<file path="config.mk">
export PLATFORM = sky130hd
export DESIGN_NAME = ufsm_wrap
export DESIGN_NICKNAME = d
export VERILOG_FILES = /design/src/rtl/core/ufsm_pkg.sv /design/src/rtl/core/ufsm_wrap.sv
export SDC_FILE = /design/constraint.sdc
export NUM_CORES = 1
export LEC_CHECK = 0
export BUFFER_PORTS_ARGS = -buffer_cell sky130_fd_sc_hd__clkbuf_2
export CAP_MARGIN = 20
export CORE_AREA = 8 8 45 47
export CTS_CLUSTER_SIZE = 30
export DETAILED_ROUTE_END_ITERATION = 10
export DIE_AREA = 0 0 53 55
export MAX_ROUTING_LAYER = met4
export SLEW_MARGIN = 20
export SYNTH_ARGS = -nofsm -noshare
export SYNTH_HDL_FRONTEND = slang
export SYNTH_SLANG_ARGS = --single-unit
</file>
<file path="constraint.sdc">
create_clock -name clk -period 0.8 [get_ports clk]
set_clock_uncertainty 0.05 [all_clocks]
set_input_delay 0.08 -clock clk [delete_from_list [all_inputs] [get_ports clk]]
set_output_delay 0.08 -clock clk [all_outputs]
set_load 0.1 [all_outputs]
</file>
<file path="src/rtl/core/ufsm_pkg.sv">
// shared widths and request codes for the union-find set merger
`default_nettype none

package ufsm_pkg;

    // width of an element index on the request port
    localparam int unsigned RAW_W = 10;

    // width of the set size on the result port
    localparam int unsigned SIZE_W = 11;

    // width of the epoch tag kept with every stored element
    localparam int unsigned EPOCH_W = 8;

    // request opcodes
    localparam logic OP_UNITE = 1'b0;
    localparam logic OP_CLEAR = 1'b1;

endpackage

`default_nettype wire

</file>
<file path="src/rtl/core/ufsm_wrap.sv">
// index reduction modulo the element count, one compare and subtract per cycle
`default_nettype none

module ufsm_wrap #(
    parameter int unsigned NUM_ELEMS = 1024,
    parameter int unsigned IDX_W     = 10
) (
    input  wire logic                      clk,
    input  wire logic                      load,
    input  wire logic [ufsm_pkg::RAW_W-1:0] raw,
    output logic      [IDX_W-1:0]          idx,
    output logic                           fit
);

    localparam int unsigned SH_W = $clog2(ufsm_pkg::RAW_W);

    logic [ufsm_pkg::RAW_W-1:0] val_reg;
    logic [ufsm_pkg::RAW_W-1:0] val_next;
    logic [SH_W-1:0]            sh_reg;
    logic [SH_W-1:0]            sh_next;
    logic [31:0]                step_val;

    assign fit      = (32'(val_reg) < 32'(NUM_ELEMS));
    assign idx      = IDX_W'(val_reg);
    assign step_val = 32'(NUM_ELEMS) << sh_reg;

    always_comb
    begin
        val_next = val_reg;
        sh_next  = sh_reg;
        if (load)
        begin
            val_next = raw;
            sh_next  = SH_W'(ufsm_pkg::RAW_W - 1);
        end
        else if (!fit)
        begin
            // only reached when the count is below the raw index range
            // take shifted multiples of the count off, largest first
            if (32'(val_reg) >= step_val)
            begin
                val_next = val_reg - ufsm_pkg::RAW_W'(step_val);
            end
            if (sh_reg != '0)
            begin
                sh_next = sh_reg - SH_W'(1);
            end
        end
    end

    always_ff @(posedge clk)
    begin
        val_reg <= val_next;
        sh_reg  <= sh_next;
    end

endmodule

`default_nettype wire

</file>
### After elaboration in Yosys (flattened, before gate mapping)

Index checks and enable logic that the tools add are counted.

| word-level totals | value |
|---|---|
| word-level logic and storage cells | 1 |
| output and inout bits | 11 |
| register bits | 10 |
| input port bits | 12 |

### Depth between registers and ports, before layout

| depth | value |
|---|---|
| depth in word-level cells | 0 |
| depth in mapped cells | 1 |
| depth with buffers taken out | 0 |

### Worst setup path after synthesis

Ideal clock, no wire load.

| timing | value |
|---|---|
| kind | register -> output |
| start point | reg val_reg (netlist bit idx[0]) |
| end point | out idx[0] |
| slack | -234 ps |
| buffers on the path | 0 |
| cell stages (with the launch flop) | 1 |
| data required time | 670 ps |
| arrival | 904 ps |
| path through | edfxtp_1 |

RTL lines:

| item | RTL line | RTL |
|---|---|---|
| start: declaration | ufsm_wrap.sv:17 | `logic [ufsm_pkg::RAW_W-1:0] val_reg;` |
| start signal: assignment | ufsm_wrap.sv:53 | `val_reg <= val_next;` |
| end: declaration | ufsm_wrap.sv:11 | `output logic [IDX_W-1:0] idx,` |

No word-level cell between the ends.

### Final worst setup path

| timing | value |
|---|---|
| start point | reg val_reg (netlist bit idx[0]) |
| end point | out idx[0] |

No word-level cell between the ends.

==> impl_metrics.tcl <==
set metrics [dict create \
    outcome "finished with violations" \
    violations "negative setup slack" \
    worst_slack_ps -196 \
    cp_data_required_time_ps 670 \
    syn-cell-area_um2 312 \
    die_h_um 55 \
    wl_um 756 \
    dieWidth_um 53 \
    critPathMaxFanout 1 \
    rsz0062_at_grt "true" \
    syn_inst 12 \
    place_area_um2 579 \
    grt_usage 0.0626 \
    fmax_mhz 1000 \
    setup_violations 10 \
    rows 14 \
    core_um2 1380 \
    slowest_stage "edfxtp_1" \
    fin_crit_sh 1.25 \
    yosysTopAreaCell "edfxtp_1" \
    ios 23 \
    grt_overflow 0 \
    num_vias 226 \
    cts.clk_slew.worst_paths_ps 60 \
    drt_iter0_drc 1 \
    yosysWarnings 0 \
    fin_cells 61 \
    p_leak_uw 0.000296 \
    postLayoutCellArea_um2 702 \
    drv_cap 0 \
    crit_cells 1 \
    p_per_area_nw_per_um2 2170 \
    tns_ps -1840 \
    worstPathCellList "buf_12" \
    cp_top_family "flip-flops" \
    hold_violations 0 \
    synth_cell_types 3 \
    path_buf_inv 1 \
    vdd_drop_max_mv 0.852 \
    ant_nets 0 \
    setup.worst_path.end "idx[0]" \
    clk_path_buf_depth 2 \
    largest_register_ffs 10 \
    worstSetupPathType "flop to output pin" \
    drive_above_1_share 0.533 \
    wl_per_cell_um 12.4 \
    grt_max_degree 11 \
    root_buffer "clkbuf_4" \
    synth_top_area_share 0.964 \
    syn_area_per_cell_um2 26.0 \
    grt_pass1_vias 245 \
    drv_slew 0 \
    die-area_um2 2920 \
    arrival_ps 870 \
    ys_ff_latch 10 \
    yosysSeqAreaShare 0.964 \
    drt_first_pass_iters 2 \
    dpl.cell_count 48 \
    netlist_top_cells_area "edfxtp_1 (96%), buf_4 (2.4%), conb_1 (1.2%)" \
    min_period_ps 996 \
    critPathMaxStageDelay_ps 420 \
    startpoint_type "flop" \
    cts_buffers 3 \
    via_per_inst 3.70 \
    antenna_found_initial 0 \
    portBuffers 21 \
    area_growth_pct 125 \
    final_nets 59 \
    gp_congestion 0.676 \
    hold_path.class "primary input to flop" \
    syn-num-nets 24 \
    worstSetupStartpoint "idx[0]" \
    drc 0 \
    h-tree-depth 1 \
    initial_core_util 0.225 \
    diodes 0 \
    grt_pass1_wl_mm 1.15 \
    cts.sink_count 10 \
    cp-end-kind "output pin" \
    tritoncts "yes" \
]
[stage by stage]
stage	hold WS, ps	util	setup WS [ps]	power (µW)
2_1_floorplan	129	-	-234	966
4_1_cts	173	0.507	-212	1550
3_5_place_dp	209	0.419	68.9	1190
6_report	172	0.507	-196	1520
3_3_place_gp	208	0.419	89.7	1180
5_1_grt	174	0.507	-236	1600
[logic make-up (layout without fill, tap and decap cells)]
group | count (synthesis) | count (layout) | synth area share
buffers and inverters | 1 | 34 | 0.0241
DFF | 10 | 10 | 0.964
other | 1 | 1 | 0.0120
[per-layer routing]
layer  part of all wire  routed length (µm)  global-route usage
met1               0.38                 286              0.0563
met2               0.46                 350              0.0898
met3               0.16                 119              0.0428
met4                  0                   0              0.0517
met5                  0                   0                   -
[repair_timing]
| action | in CTS | in global routing |
|---|---|---|
| setup endpoints to repair | 10 | 10 |
| gates resized for setup | 0 | 0 |
| hold buffers | 10 | 0 |
| hold endpoints to repair | 10 | 0 |
| buffers inserted | 0 | 0 |
| pin swaps | 0 | 0 |
[layout by cell type, fill, tap and decap left out, drive strengths merged]
cell type / instances
clkbuf: 14
dlygate4sd3: 10
edfxtp: 10
buf: 10
conb: 1
[worst min path at each step]
stage	start	endpoint	slack (ps)	cells after the start
global route	load	idx[4]	170	1
floorplan	raw[0]	idx[0]	130	0
global placement	raw[6]	idx[6]	210	1
CTS	load	idx[5]	170	1
detailed placement	raw[6]	idx[6]	210	1
finish	load	idx[7]	170	1
[where the power goes]
| part | internal, µW | switching (µW) | leakage (µW) |
|---|---|---|---|
| sequential | 626 | 31.6 | 0.0000979 |
| clock | 172 | 146 | 0.0000138 |
| combinational | 198 | 351 | 0.000185 |
[cell type report]
| class | count | area [µm²] |
|---|---|---|
| Fill cell | 112 | 682 |
| Timing Repair Buffer | 31 | 355 |
| Sequential cell | 10 | 300 |
| Clock buffer | 3 | 22.5 |
| Tap cell | 16 | 20.0 |
| Multi-Input combinational cell | 1 | 3.75 |
[cell usage after synthesis]
cell and n:
edfxtp_1 10, buf_4 1, conb_1 1
Power figures use the tool's default switching activity.
